**config.mk**
```make
export PLATFORM = sky130hd
export DESIGN_NAME = countdown_timer_slot_bank_top
export DESIGN_NICKNAME = d
export VERILOG_FILES = /design/src/rtl/ctsb_pkg.sv /design/src/rtl/countdown_timer_slot_bank_top.sv /design/src/rtl/ctsb_cell.sv
export SDC_FILE = /design/constraint.sdc
export NUM_CORES = 2
export LEC_CHECK = 0
export BUFFER_PORTS_ARGS = -buffer_cell sky130_fd_sc_hd__buf_2
export CAP_MARGIN = 30
export CORE_AREA = 3 3 388 390
export DETAILED_ROUTE_END_ITERATION = 10
export DIE_AREA = 0 0 391 393
export SLEW_MARGIN = 10
export SYNTH_ARGS = -nofsm -noshare
export SYNTH_HDL_FRONTEND = slang
export SYNTH_SLANG_ARGS = --single-unit
```
**constraint.sdc**
```tcl
create_clock -name i_clk -period 3.65 [get_ports i_clk]
set_input_delay 0.1825 -clock i_clk [delete_from_list [all_inputs] [get_ports i_clk]]
set_output_delay 0.1825 -clock i_clk [all_outputs]
set_load 0.05 [all_outputs]
```
**src/rtl/ctsb_pkg.sv**
```systemverilog
// ----------------------------------------------------------------------------
// ctsb_pkg
// Shared types and codes for the countdown timer slot bank.
// ----------------------------------------------------------------------------
package ctsb_pkg;

    localparam int unsigned SLOT_W  = 4;
    localparam int unsigned COUNT_W = 32;
    localparam int unsigned MASK_W  = 16;

    // request function codes
    localparam logic [1:0] FN_TICK    = 2'd0;
    localparam logic [1:0] FN_ALLOC   = 2'd1;
    localparam logic [1:0] FN_RELEASE = 2'd2;

    // response status codes
    localparam logic [1:0] ST_OK         = 2'd0;
    localparam logic [1:0] ST_FULL       = 2'd1;
    localparam logic [1:0] ST_NOT_ACTIVE = 2'd2;

    typedef struct packed {
        logic [1:0]         func;
        logic [COUNT_W-1:0] delay;
        logic [SLOT_W-1:0]  slot;
    } t_req;

    typedef struct packed {
        logic [1:0]        status;
        logic [SLOT_W-1:0] granted_slot;
        logic [MASK_W-1:0] expired_mask;
        logic [MASK_W-1:0] ready_mask;
    } t_rsp;

    // command broadcast to every cell
    typedef struct packed {
        logic               exec;
        logic [1:0]         func;
        logic [COUNT_W-1:0] delay;
        logic [SLOT_W-1:0]  slot;
    } t_cmd;

    // data handed from one cell to the next
    typedef struct packed {
        logic              taken;
        logic [SLOT_W-1:0] idx;
        logic              hit;
    } t_chain;

endpackage

```
**src/rtl/countdown_timer_slot_bank_top.sv**
```systemverilog
// ----------------------------------------------------------------------------
// countdown_timer_slot_bank_top
// Bank of countdown timer slots built as a row of slot cells.
// ----------------------------------------------------------------------------
// Each request passes from acceptance to a valid response through S_IDLE,
// which registers the request, S_EXEC, in which every slot cell applies it
// (the tick decrements every active slot with a nonzero count at once, the
// allocate search and the release match ripple along the row of cells), and
// S_LOAD, which loads the output register once it is free. A new request is
// accepted as soon as the previous one has reached the output register, so
// a response may wait there while the next request is being worked on.
// Masks carry one bit per slot, bits at or above NUM_SLOTS read zero.
module countdown_timer_slot_bank_top
    import ctsb_pkg::*;
#(
    parameter int unsigned NUM_SLOTS = 16
) (
    input  logic i_clk,
    input  logic i_rst_n,
    input  logic i_in_valid,
    output logic o_in_stall,
    input  t_req i_in_req,
    output logic o_out_valid,
    input  logic i_out_stall,
    output t_rsp o_out_rsp
);

    typedef enum logic [1:0] {
        S_IDLE,
        S_EXEC,
        S_LOAD
    } t_state;

    localparam logic [MASK_W-1:0] SLOT_MASK = MASK_W'((64'd1 << NUM_SLOTS) - 64'd1);

    t_state r_state;
    t_req   r_req;
    logic   [1:0] r_status;
    logic   [SLOT_W-1:0] r_granted;
    logic   r_out_valid;
    t_rsp   r_out_rsp;

    t_cmd   cmd;
    t_chain chain [0:NUM_SLOTS];
    logic   [NUM_SLOTS-1:0] ready_bits;
    logic   [NUM_SLOTS-1:0] expired_bits;
    logic   [1:0] exec_status;
    logic   [SLOT_W-1:0] exec_granted;
    logic   in_take;
    logic   out_free;

    assign in_take  = i_in_valid && (r_state == S_IDLE);
    assign out_free = !r_out_valid || !i_out_stall;

    always_comb begin
        cmd.exec  = (r_state == S_EXEC);
        cmd.func  = r_req.func;
        cmd.delay = r_req.delay;
        cmd.slot  = r_req.slot;
    end

    assign chain[0] = '0;

    for (genvar g = 0; g < NUM_SLOTS; g++) begin : g_cell
        ctsb_cell #(
            .IDX(g)
        ) u_cell (
            .i_clk     (i_clk),
            .i_rst_n   (i_rst_n),
            .i_cmd     (cmd),
            .i_chain   (chain[g]),
            .o_chain   (chain[g+1]),
            .o_ready   (ready_bits[g]),
            .o_expired (expired_bits[g])
        );
    end

    always_comb begin
        exec_status  = ST_OK;
        exec_granted = '0;
        case (r_req.func)
            FN_ALLOC: begin
                if (chain[NUM_SLOTS].taken) begin
                    exec_granted = chain[NUM_SLOTS].idx;
                end else begin
                    exec_status = ST_FULL;
                end
            end
            FN_RELEASE: begin
                if (!chain[NUM_SLOTS].hit) begin
                    exec_status = ST_NOT_ACTIVE;
                end
            end
            default: begin
            end
        endcase
    end

    always_ff @(posedge i_clk) begin
        if (!i_rst_n) begin
            r_state     <= S_IDLE;
            r_out_valid <= 1'b0;
        end else begin
            // in S_LOAD the case below decides the output valid
            if (r_out_valid && !i_out_stall && (r_state != S_LOAD)) begin
                r_out_valid <= 1'b0;
            end
            case (r_state)
                S_IDLE: begin
                    if (in_take) begin
                        r_req   <= i_in_req;
                        r_state <= S_EXEC;
                    end
                end
                S_EXEC: begin
                    r_status  <= exec_status;
                    r_granted <= exec_granted;
                    r_state   <= S_LOAD;
                end
                S_LOAD: begin
                    // hold until the output register can take the response
                    if (out_free) begin
                        r_out_rsp.status       <= r_status;
                        r_out_rsp.granted_slot <= r_granted;
                        r_out_rsp.expired_mask <= MASK_W'(expired_bits);
                        r_out_rsp.ready_mask   <= MASK_W'(ready_bits);
                        r_out_valid            <= 1'b1;
                        r_state                <= S_IDLE;
                    end
                end
                default: begin
                    r_state <= S_IDLE;
                end
            endcase
        end
    end

    assign o_in_stall  = (r_state != S_IDLE);
    assign o_out_valid = r_out_valid;
    assign o_out_rsp   = r_out_rsp;

    // a slot reported expired is also reported ready
    a_expired_ready: assert property (@(posedge i_clk) disable iff (!i_rst_n)
        o_out_valid |-> ((o_out_rsp.expired_mask & ~o_out_rsp.ready_mask) == '0))
        else $error("expired slot not ready");

    a_full_no_grant: assert property (@(posedge i_clk) disable iff (!i_rst_n)
        (o_out_valid && (o_out_rsp.status == ST_FULL)) |-> (o_out_rsp.granted_slot == '0))
        else $error("grant on full bank");

    a_mask_range: assert property (@(posedge i_clk) disable iff (!i_rst_n)
        o_out_valid |-> (((o_out_rsp.ready_mask | o_out_rsp.expired_mask) & ~SLOT_MASK) == '0))
        else $error("mask bit beyond bank size");

    a_accept_exec: assert property (@(posedge i_clk) disable iff (!i_rst_n)
        (i_in_valid && !o_in_stall) |=> (r_state == S_EXEC))
        else $error("accepted request not executed");

endmodule

```
**src/rtl/ctsb_cell.sv**
```systemverilog
// ----------------------------------------------------------------------------
// ctsb_cell
// One timer slot: count, active, ready and expired flags, plus its link in the
// free-slot search and release match chain.
// ----------------------------------------------------------------------------
module ctsb_cell
    import ctsb_pkg::*;
#(
    parameter int unsigned IDX = 0
) (
    input  logic   i_clk,
    input  logic   i_rst_n,
    input  t_cmd   i_cmd,
    input  t_chain i_chain,
    output t_chain o_chain,
    output logic   o_ready,
    output logic   o_expired
);

    localparam logic [SLOT_W-1:0] ID = SLOT_W'(IDX);

    logic [COUNT_W-1:0] r_count;
    logic [COUNT_W-1:0] n_count;
    logic               r_active;
    logic               n_active;
    logic               r_ready;
    logic               n_ready;
    logic               r_expired;
    logic               n_expired;

    logic claim;
    logic match;

    // first inactive cell on the chain claims the allocate
    assign claim = !i_chain.taken && !r_active;
    assign match = (i_cmd.slot == ID) && r_active;

    always_comb begin
        o_chain.taken = i_chain.taken || !r_active;
        o_chain.idx   = claim ? ID : i_chain.idx;
        o_chain.hit   = i_chain.hit || match;
    end

    always_comb begin
        n_count   = r_count;
        n_active  = r_active;
        n_ready   = r_ready;
        n_expired = r_expired;
        if (i_cmd.exec) begin
            n_expired = 1'b0;
            case (i_cmd.func)
                FN_TICK: begin
                    if (r_active && (r_count != '0)) begin
                        n_count = r_count - COUNT_W'(1);
                        if (r_count == COUNT_W'(1)) begin
                            n_ready   = 1'b1;
                            n_expired = 1'b1;
                        end
                    end
                end
                FN_ALLOC: begin
                    if (claim) begin
                        n_count  = i_cmd.delay;
                        n_active = 1'b1;
                        n_ready  = 1'b0;
                    end
                end
                FN_RELEASE: begin
                    if (match) begin
                        n_count  = '0;
                        n_active = 1'b0;
                        n_ready  = 1'b0;
                    end
                end
                default: begin
                end
            endcase
        end
    end

    always_ff @(posedge i_clk) begin
        if (!i_rst_n) begin
            r_count   <= '0;
            r_active  <= 1'b0;
            r_ready   <= 1'b0;
            r_expired <= 1'b0;
        end else begin
            r_count   <= n_count;
            r_active  <= n_active;
            r_ready   <= n_ready;
            r_expired <= n_expired;
        end
    end

    assign o_ready   = r_ready;
    assign o_expired = r_expired;

endmodule
```
==> flow_metrics.tcl <==
set metrics [dict create \
    root_buffer "clkbuf_16" \
    syn_avg_cell_area_um2 7.56 \
    hold_violations 0 \
    final_area_um2 42800 \
    layout_commonest_cell "a21oi_1" \
    slew_violations 0 \
    outcome "completed" \
    use_met1 0.263 \
    post-place-cells 6673 \
    ctsResizeCount 0 \
    dr.pass1.iters 6 \
    postPlaceCellArea_um2 39700 \
    setup_tns_ns 0 \
    clkTransAtPathRegs_ns 0.06 \
    wl_per_cell_um 21.6 \
    tightest_slew_ns 0.928 \
    finalPower_mw 20.3 \
    clock_latency_ns 0.66 \
    track_usage 0.183 \
    ir_worst_vdd_mv 0.364 \
    dp_hpwl_mm 93.8 \
    synth.net_count 4935 \
    portBuffers 81 \
    synth_ff_type "dfxtp_1" \
    instances_no_fill 6871 \
    hp-start "i_in_req[15]" \
    clockBufferDepth 3 \
    reg2reg_from "cmd[36]" \
    rows 141 \
    core-area_um2 147000 \
    floorplan.initialDensity 0.249 \
    drv_cap 0 \
    ys_warn_count 0 \
    rsz0062_at_grt "no" \
    grt.met3_usage 0.0407 \
    die_w_um 391 \
    final-setup-viol-count 0 \
    critPathLaunchType "flip-flop" \
    power_density_nw_per_um2 475 \
    grt_pass1_wl_mm 220 \
    synthCells 4857 \
    antenna_found_initial 24 \
    avgViaCountPerCell 5.78 \
    drive_above_1_share 0.101 \
    relSlewSlack 0.381 \
    ys_seq_area_frac 0.374 \
    grt_pass1_vias 34900 \
    cts_tree "yes" \
    routed_wl_mm 148 \
    grt_max_degree 158 \
    grt-ovfl-total 0 \
    gp_congestion 0.909 \
    grt_use_met2 0.261 \
    netlist_area_um2 36700 \
    h-tree-depth 3 \
    clock.fmax_ghz 0.317 \
    area.growth.synth_to_final_pct 16.4 \
    required_ns 4.17 \
    p_leak_nw 15.2 \
    endpoint_kind "flip-flop" \
    cts.sinks 645 \
    postRouteAntennaNets 0 \
    synthArstFlopShare 0 \
    synth-seq-cells 645 \
    worstHoldPathType "input port to flip-flop" \
    vias 39700 \
    ioPinCount 82 \
    path_max_fanout 21 \
    final_cell_mix "a21oi_1, dfxtp_1, o21ai_0" \
    die_y_um 393 \
    fin_util 0.290 \
    busiest_layer "met1" \
    dr.first_iter.drc_count 5810 \
    startpoint "cmd[36]" \
    dieArea_um2 154000 \
    period_needed_ns 3.15 \
    worstPathArrival_ns 3.68 \
    cts-buffers-inserted 78 \
    min_period_over_period 0.864 \
    drc 0 \
    finClkSkew_ns 0.0348 \
    synth-edff-count 82 \
    synth_cell_type_count 93 \
    worstSetupPathType "flip-flop to flip-flop" \
    nets 4944 \
]
## flip-flops by register name, summed over array words and instances, names as in the netlist
signal / cells
o_out_valid: 1
g_cell.u_cell.r_count: 512
g_cell.u_cell.o_expired: 16
r_state: 2
cmd: 38
g_cell.u_cell.r_active: 16
r_status: 2
r_granted: 4
o_out_rsp: 38
g_cell.u_cell.o_ready: 16
## logic make-up (layout without fill, tap and decap cells)
family | count (synthesis) | count (layout) | share of synthesized area
AO/OA/AOI/OAI | 1910 | 1910 | 0.315
multiplexers | 11 | 11 | 0.00300
AND/OR/NAND/NOR | 1781 | 1781 | 0.243
other | 0 | 11 | 0
buffers and inverters | 473 | 546 | 0.0527
XOR/XNOR | 1 | 1 | 0.000239
flip-flops | 645 | 645 | 0.374
adder cells (fa/ha/maj) | 36 | 36 | 0.0123
## cells in the mapped netlist (14+ instances only)
cell type	n	area, um^2
a211oi_1	42	315
a21o_1	32	240
a21oi_1	652	3260
a31o_2	17	149
a31oi_1	106	663
and2_1	26	163
and3_1	67	419
buf_1	18	67.6
buf_2	41	205
clkbuf_1	312	1170
dfxtp_1	563	11300
edfxtp_1	82	2460
ha_1	36	450
inv_1	77	289
nand2_1	377	1420
nand2b_1	53	332
nand3_1	100	500
nand4_1	35	219
nand4b_1	14	123
nor2_1	494	1850
nor2b_1	17	106
nor3_1	253	1270
nor3b_1	24	180
nor4_1	121	757
o211ai_1	92	691
o21a_1	18	135
o21ai_0	552	2760
o21bai_1	14	105
o311ai_0	69	604
o31ai_1	171	1280
o41ai_1	24	210
or3_1	54	338
or4_1	68	510
## critical path, stage by stage, from the launching register on
cell and delay, ns:
edfxtp_1 0.40, inv_1 0.10, ha_1 0.35, buf_4 0.22
o32ai_1 0.74, o211a_1 0.77, a21oi_1 0.17, a31o_2 0.26
## layer usage
layer | share of wire | vias up
li1 | - | 18300
met1 | 0.44 | 18900
met2 | 0.41 | 2153
met3 | 0.11 | 373
met4 | 0.043 | 4
met5 | 0.00018 | -
## repair_timing
item / 4_1_cts / 5_1_grt
setup buffers: 0 / 0
endpoints found under the setup margin: 0 / 0
hold endpoints to repair: 85 / 0
hold buffers: 41 / 0
## worst paths after layout
check	slack [ns]	cells past startpoint	endpoint
worst max-delay path	0.50	7	g_cell[6].u_cell.r_count[31]
worst min-delay path	0.25	2	cmd[15]
worst max register to register	0.50	7	g_cell[6].u_cell.r_count[31]
worst min register to register	0.42	0	o_out_rsp[32]
## power breakdown
part           internal (mW)  total [mW]  leakage (nW)  switching [mW]
Clock                   4.57        7.91          1.25            3.34
Combinational           1.64        4.82          8.59            3.18
Sequential              7.39        7.60          5.32           0.211
Total                   13.6        20.3          15.2            6.74
## per-stage QoR
stage,setup WS (ns),hold slack (ns)
finish,0.495,0.246
global route,0.346,0.232
CTS,0.618,0.215
detailed placement,0.663,0.362
global placement,0.431,0.363
floorplan,0.239,0.281
## area by class of cell
class	instances	area, um^2
diodes	11	27.5
clock buffers	98	2160
flip-flops and latches	645	13700
repair buffers	322	2560
inverters	80	310
clock inverters	46	400
multi-input cells	3739	21200
fillers	15700	105000
well taps	1930	2410
Power figures use the tool's default switching activity.
